**src/hdl/udiv64_pkg.sv**
```systemverilog
// Shared types and constants for the 64-by-32 unsigned divider.
package udiv64_pkg;

    // Field widths.
    localparam int DVD_W = 64;
    localparam int DVS_W = 32;
    // The partial remainder needs one bit above the divisor.
    localparam int REM_W = DVS_W + 1;
    // Step counter width; it counts one step per dividend bit.
    localparam int CNT_W = $clog2(DVD_W);
    localparam logic [CNT_W-1:0] LAST_STEP = CNT_W'(DVD_W - 1);

    // Sequencer states, one-hot.
    typedef enum logic [2:0] {
        ST_IDLE = 3'b001,
        ST_RUN  = 3'b010,
        ST_DONE = 3'b100
    } state_t;

    // Control that the sequencer broadcasts to every remainder cell.
    typedef struct packed {
        logic load;   // Clear the remainder bit and capture the divisor bit.
        logic step;   // Shift one place and keep the difference if it was taken.
        logic take;   // The trial subtraction did not borrow.
    } cell_ctrl_t;

endpackage

```
**src/hdl/udiv64_cell.sv**
```systemverilog
// One bit slice of the partial remainder with its divisor bit and borrow stage.
module udiv64_cell (
    input  logic                   aclk,
    input  udiv64_pkg::cell_ctrl_t ctrl,
    input  logic                   dvs_bit,
    input  logic                   shift_in,
    input  logic                   borrow_in,
    output logic                   shift_out,
    output logic                   borrow_out
);

    logic r_reg;
    logic r_next;
    logic d_reg;
    logic diff;

    // Trial subtraction of the divisor bit from the shifted-in remainder bit.
    assign diff       = shift_in ^ d_reg ^ borrow_in;
    assign borrow_out = (~shift_in & d_reg) | (~(shift_in ^ d_reg) & borrow_in);
    assign shift_out  = r_reg;

    // Keep the difference when the whole row subtracted without a borrow.
    always_comb begin
        r_next = r_reg;
        if (ctrl.load) begin
            r_next = 1'b0;
        end else if (ctrl.step) begin
            r_next = ctrl.take ? diff : shift_in;
        end
    end

    always_ff @(posedge aclk) begin
        r_reg <= r_next;
        if (ctrl.load) begin
            d_reg <= dvs_bit;
        end
    end

endmodule

```
**src/hdl/udiv64_ctrl.sv**
```systemverilog
// Sequencer, dividend/quotient shift register and output register of the divider.
module udiv64_ctrl (
    input  logic                                aclk,
    input  logic                                aresetn,
    input  logic                                s_valid,
    output logic                                s_ready,
    input  logic [udiv64_pkg::DVD_W-1:0]        s_dividend,
    input  logic [udiv64_pkg::DVS_W-1:0]        s_divisor,
    output logic                                m_valid,
    input  logic                                m_ready,
    output logic [udiv64_pkg::DVD_W-1:0]        m_quotient,
    output logic [udiv64_pkg::DVS_W-1:0]        m_remainder,
    output logic                                m_divide_error,
    input  logic                                no_borrow,
    input  logic [udiv64_pkg::DVS_W-1:0]        rem_bits,
    output logic                                dvd_msb,
    output udiv64_pkg::cell_ctrl_t              ctrl
);

    udiv64_pkg::state_t              state_reg, state_next;
    logic [udiv64_pkg::CNT_W-1:0]    cnt_reg, cnt_next;
    logic [udiv64_pkg::DVD_W-1:0]    q_reg, q_next;
    logic                            err_reg, err_next;
    logic                            m_valid_reg, m_valid_next;
    logic [udiv64_pkg::DVD_W-1:0]    m_quo_reg;
    logic [udiv64_pkg::DVS_W-1:0]    m_rem_reg;
    logic                            m_err_reg;
    logic                            accept;
    logic                            out_load;

    assign s_ready  = (state_reg == udiv64_pkg::ST_IDLE);
    assign accept   = s_valid && s_ready;
    assign out_load = (state_reg == udiv64_pkg::ST_DONE) && (!m_valid_reg || m_ready);
    assign dvd_msb  = q_reg[udiv64_pkg::DVD_W-1];

    // Broadcast control for the cell row.
    assign ctrl.load = accept;
    assign ctrl.step = (state_reg == udiv64_pkg::ST_RUN);
    assign ctrl.take = no_borrow;

    // Sequencer: one quotient bit per cycle, then wait for the output register.
    always_comb begin
        state_next = state_reg;
        cnt_next   = cnt_reg;
        q_next     = q_reg;
        err_next   = err_reg;
        case (state_reg)
            udiv64_pkg::ST_IDLE: begin
                if (accept) begin
                    q_next   = s_dividend;
                    cnt_next = '0;
                    err_next = (s_divisor == '0);
                    state_next = (s_divisor == '0) ? udiv64_pkg::ST_DONE
                                                   : udiv64_pkg::ST_RUN;
                end
            end
            udiv64_pkg::ST_RUN: begin
                // Dividend bits leave at the top while quotient bits enter below.
                q_next   = {q_reg[udiv64_pkg::DVD_W-2:0], no_borrow};
                cnt_next = cnt_reg + 1'b1;
                if (cnt_reg == udiv64_pkg::LAST_STEP) begin
                    state_next = udiv64_pkg::ST_DONE;
                end
            end
            udiv64_pkg::ST_DONE: begin
                if (out_load) begin
                    state_next = udiv64_pkg::ST_IDLE;
                end
            end
            default: begin
                state_next = udiv64_pkg::ST_IDLE;
            end
        endcase
    end

    // Output word valid flag.
    always_comb begin
        m_valid_next = m_valid_reg;
        if (out_load) begin
            m_valid_next = 1'b1;
        end else if (m_ready) begin
            m_valid_next = 1'b0;
        end
    end

    always_ff @(posedge aclk) begin
        if (!aresetn) begin
            state_reg   <= udiv64_pkg::ST_IDLE;
            m_valid_reg <= 1'b0;
        end else begin
            state_reg   <= state_next;
            m_valid_reg <= m_valid_next;
        end
    end

    // Datapath registers need no reset.
    always_ff @(posedge aclk) begin
        cnt_reg <= cnt_next;
        q_reg   <= q_next;
        err_reg <= err_next;
        if (out_load) begin
            m_quo_reg <= err_reg ? '0 : q_reg;
            m_rem_reg <= err_reg ? '0 : rem_bits;
            m_err_reg <= err_reg;
        end
    end

    assign m_valid        = m_valid_reg;
    assign m_quotient     = m_quo_reg;
    assign m_remainder    = m_rem_reg;
    assign m_divide_error = m_err_reg;

endmodule

```
**src/hdl/unsigned_divider_64_by_32_core.sv**
```systemverilog
// Top level of the 64-by-32 unsigned restoring divider.
//
// Usage: present a word on the s_ channel (s_dividend, s_divisor) with s_valid;
// it is taken when s_valid and s_ready are both high. The result word appears on
// the m_ channel (m_quotient, m_remainder, m_divide_error) with m_valid and is
// taken when m_ready is high.
// The division runs through a row of 33 remainder bit cells, one quotient bit per
// clock, most significant first; the finished word then moves into the output
// register and m_valid rises. A zero divisor skips the row and gives quotient 0,
// remainder 0 and m_divide_error high.
// One word is in the cell row at a time; s_ready is high only while the row is
// free, so a new word is taken only after the last one has left the row.
// A finished word waits in the output register while m_ready is low, and the next
// word can be accepted meanwhile; that word then holds at the end of the row until
// the output register frees.
// Reset (aresetn low at a clock edge) empties the block: s_ready goes high and
// m_valid low.
module unsigned_divider_64_by_32_core (
    input  logic                         aclk,
    input  logic                         aresetn,
    input  logic                         s_valid,
    output logic                         s_ready,
    input  logic [udiv64_pkg::DVD_W-1:0] s_dividend,
    input  logic [udiv64_pkg::DVS_W-1:0] s_divisor,
    output logic                         m_valid,
    input  logic                         m_ready,
    output logic [udiv64_pkg::DVD_W-1:0] m_quotient,
    output logic [udiv64_pkg::DVS_W-1:0] m_remainder,
    output logic                         m_divide_error
);

    udiv64_pkg::cell_ctrl_t        ctrl;
    logic                          dvd_msb;
    logic [udiv64_pkg::REM_W:0]    shift_chain;
    logic [udiv64_pkg::REM_W:0]    borrow_chain;
    logic [udiv64_pkg::REM_W-1:0]  dvs_ext;

    // The top cell holds the extra remainder bit; its divisor bit is zero.
    assign dvs_ext         = {1'b0, s_divisor};
    assign shift_chain[0]  = dvd_msb;
    assign borrow_chain[0] = 1'b0;

    udiv64_ctrl u_ctrl (
        .aclk           (aclk),
        .aresetn        (aresetn),
        .s_valid        (s_valid),
        .s_ready        (s_ready),
        .s_dividend     (s_dividend),
        .s_divisor      (s_divisor),
        .m_valid        (m_valid),
        .m_ready        (m_ready),
        .m_quotient     (m_quotient),
        .m_remainder    (m_remainder),
        .m_divide_error (m_divide_error),
        .no_borrow      (~borrow_chain[udiv64_pkg::REM_W]),
        .rem_bits       (shift_chain[udiv64_pkg::DVS_W:1]),
        .dvd_msb        (dvd_msb),
        .ctrl           (ctrl)
    );

    // Row of remainder cells; shift and borrow both run from low to high.
    for (genvar i = 0; i < udiv64_pkg::REM_W; i++) begin : g_cell
        udiv64_cell u_cell (
            .aclk       (aclk),
            .ctrl       (ctrl),
            .dvs_bit    (dvs_ext[i]),
            .shift_in   (shift_chain[i]),
            .borrow_in  (borrow_chain[i]),
            .shift_out  (shift_chain[i+1]),
            .borrow_out (borrow_chain[i+1])
        );
    end

endmodule

```
**config.mk**
```make
export PLATFORM = sky130hd
export DESIGN_NAME = unsigned_divider_64_by_32_core
export DESIGN_NICKNAME = d
export VERILOG_FILES = /design/src/hdl/udiv64_pkg.sv /design/src/hdl/udiv64_cell.sv /design/src/hdl/udiv64_ctrl.sv /design/src/hdl/unsigned_divider_64_by_32_core.sv
export SDC_FILE = /design/constraint.sdc
export NUM_CORES = 1
export LEC_CHECK = 0
export BUFFER_PORTS_ARGS = -buffer_cell sky130_fd_sc_hd__buf_4
export CORE_MARGIN = 5
export CORE_UTILIZATION = 40
export DETAILED_ROUTE_END_ITERATION = 10
export HOLD_SLACK_MARGIN = 0.05
export MAX_ROUTING_LAYER = met4
export PLACE_DENSITY_LB_ADDON = 0.25
export SLEW_MARGIN = 30
export SYNTH_ARGS = -nofsm -noshare
export SYNTH_HDL_FRONTEND = slang
export SYNTH_SLANG_ARGS = --single-unit
```
**constraint.sdc**
```tcl
create_clock -name aclk -period 46.5 [get_ports aclk]
set_clock_uncertainty 0.15 [all_clocks]
set_input_delay 2.325 -clock aclk [delete_from_list [all_inputs] [get_ports aclk]]
set_output_delay 2.325 -clock aclk [all_outputs]
set_load 0.01 [all_outputs]
```
==> metrics <==
outcome completed; utilization after layout between 50% and 60%; Hold Vio Cnt, Final 0; hold path depth 2; post-CTS setup buffer count 0; reg-to-reg critical path startpoint u_ctrl.q_reg[63]$_DFFE_PP_; syn_nets approximately 940; Synth async-reset ratio 0%; Crit path top cell by count fa_1; gr usage total 14.8%; final setup fails 0; first-pass GRT wire length 33,200 um; Crit. End Element flop; Antenna Nets Post-Route 0; Top Ports 199; Post-synth EDFFs 200; most common cell in the netlist nand2_1; Hold Crit Class flop to flop; Post-route DRC 0; hold_sp g_cell[30].u_cell.shift_out$_SDFFE_PP0P_; Die X 169 um; post-synthesis area per instance ~12 um^2; Rows 58; PwrDens 40.0 nW/um^2; largest net degree at the start of global routing 100; Final Instance Area 12,700 um^2; Placed Area 11,800 um^2; Die ar. 28,500 um^2; clock insertion delay at the later pin of the skew report 0.51 ns; CP max stage cell fa_1; Setup crit start kind flop; P_leak around 4.7 nW; CTS clk-pin slew, worst paths 0.06 ns; initial DRC count 478; Primary FF master, synth edfxtp_1; layout cells sized above 1 27.6%; setup TNS 0 ns; Synth Register Bits about 240; period utilisation layout 34.8%; H-tree depth 1; Clock Sink Count 236; Hold Path End g_cell[30].u_cell.shift_out$_SDFFE_PP0P_; CTS tree built; hold buffer count at CTS 0; Slew headroom between 30% and 40%; Max Slew Vio Count 0; CTS root buf clkbuf_16; Mapped Area 10,100 um^2; via count 6,361; placed wire-length estimate 14,000 um; Reg2Reg Depth 37; commonest cells in the synthesized netlist nand2_1, edfxtp_1, nor2b_1, nor2_1, dfxtp_1; Avg Vias per Cell 4.72; vias in the first global route 6,130; Worst R2R End g_cell[31].u_cell.shift_out$_SDFFE_PP0P_; Crit Path Category flop to flop; filler instances about 2,200; placed cells 1,300; Total Wirelength ~21,000 um; Final nets 1,133; Max Fanout on Critical Path 64; core area about 25,000 um^2; Yosys top cell area share 59.6%; Synth cell types 40; fmax 61.7 MHz; register area share after synthesis between 60 and 70%; top post-synthesis cells by area edfxtp_1, nand2_1, dfxtp_1; GPL Wtd Cong roughly 0.8; GR Overflow Total 0; fin cells 1,349; flop-to-flop setup slack 30.30 ns; number of CTS-inserted buffers 26; PortBufs approximately 200; RSZ-0062 raised after global routing false; CP peak stage delay between 0.5 and 0.6 ns; CP required ~47 ns; Data arrival, critical path 16.42 ns; synthesis-to-layout area growth 25.7%; initial antenna violation count 1; WL/cell 15.7 um; Synth area leader edfxtp_1; Clock Path Buffers 3; Chip Height ~170 um; router iterations before antenna repair 5; PostCTS Resize Cnt 0; initial core utilization 40.4%; Max Cap Viol 0; min cycle time layout about 16 ns; Mapped Cells 810; maximum VDD drop ~0.000025 V; measured slew at the worst slew-check pin 0.902 ns; Warnings, synthesis 0
## metal layers
metal  vias to the layer above  part of all wire (%)  global-route usage [%]
met2                       177                    47                    23.0
met3                        34                   6.7                    3.20
li1                       3121                     -                       -
met5                         -                     0                       -
met1                      3029                    44                    20.1
met4                         0                   2.3                    3.67
## logic make-up after synthesis
kind of cell / Yosys count / share of synthesized area, %
DFF: 236 / 66.8
adders and majority gates: 33 / 6.41
AOI/OAI and AO/OA: 73 / 5.70
and+or+nand+nor: 389 / 16.9
xor gates and xnor gates: 3 / 0.261
buffers and inverters: 76 / 3.95
## worst max path at each step
stage / start / endpoint / slack, ns / cells after the start
CTS: u_ctrl.q_reg[63]$_DFFE_PP_ / g_cell[31].u_cell.shift_out$_SDFFE_PP0P_ / 30.11 / 37
floorplan: u_ctrl.q_reg[63]$_DFFE_PP_ / g_cell[10].u_cell.shift_out$_SDFFE_PP0P_ / 30.95 / 38
detailed placement: u_ctrl.q_reg[63]$_DFFE_PP_ / g_cell[31].u_cell.shift_out$_SDFFE_PP0P_ / 30.15 / 37
finish: u_ctrl.q_reg[63]$_DFFE_PP_ / g_cell[31].u_cell.shift_out$_SDFFE_PP0P_ / 30.30 / 37
global route: u_ctrl.q_reg[63]$_DFFE_PP_ / g_cell[31].u_cell.shift_out$_SDFFE_PP0P_ / 29.61 / 37
global placement: u_ctrl.q_reg[63]$_DFFE_PP_ / g_cell[31].u_cell.shift_out$_SDFFE_PP0P_ / 30.02 / 37
## cell type report
cell class	instances	area [um^2]	area share (%)
clock inverters	13	119	0.938
inverters	33	124	0.978
well taps	330	413	3.26
diodes	1	2.50	0.0198
clock buffers	33	698	5.51
multi-input cells	498	2980	23.5
flip-flops and latches	236	6730	53.1
repair buffers	205	1600	12.7
## critical path, delay by kind of cell (launching register included)
kind	cells	cell delay, ns
adders and majority gates	32	14.57
and+or+nand+nor	2	0.56
AOI/OAI and AO/OA	2	0.42
DFF	1	0.34
buffers and inverters	1	0.06
## through the flow
stage	hold slack, ns	setup WS (ns)	total power, mW
global route	0.330	29.61	0.529
global placement	0.293	30.02	0.313
detailed placement	0.298	30.15	0.315
CTS	0.307	30.11	0.512
finish	0.305	30.30	0.507
floorplan	0.279	30.95	0.295
## power breakdown
part           switching [mW]  leakage, nW  internal, mW
Clock                  0.0797        0.405         0.117
Combinational          0.0299         2.11        0.0211
Sequential            0.00733         2.16         0.252
## cells in the final DEF, fill, tap and decap left out, types with 2 or more instances in the layout
cell type  instances
a21oi_1            5
a21oi_2           28
buf_16             2
buf_4            200
bufinv_16          2
clkbuf_1           6
clkbuf_16         27
clkinv_1           3
clkinv_2           6
dfxtp_1           36
edfxtp_1         200
fa_1              31
ha_1               2
inv_1             33
nand2_1          258
nand2b_4           2
nand3_1            2
nand4_1            2
nor2_1            39
nor2b_1           64
nor4_1             8
o211ai_1          32
o22ai_1            2
xnor2_1            2
(Power assumes the default switching activity.)
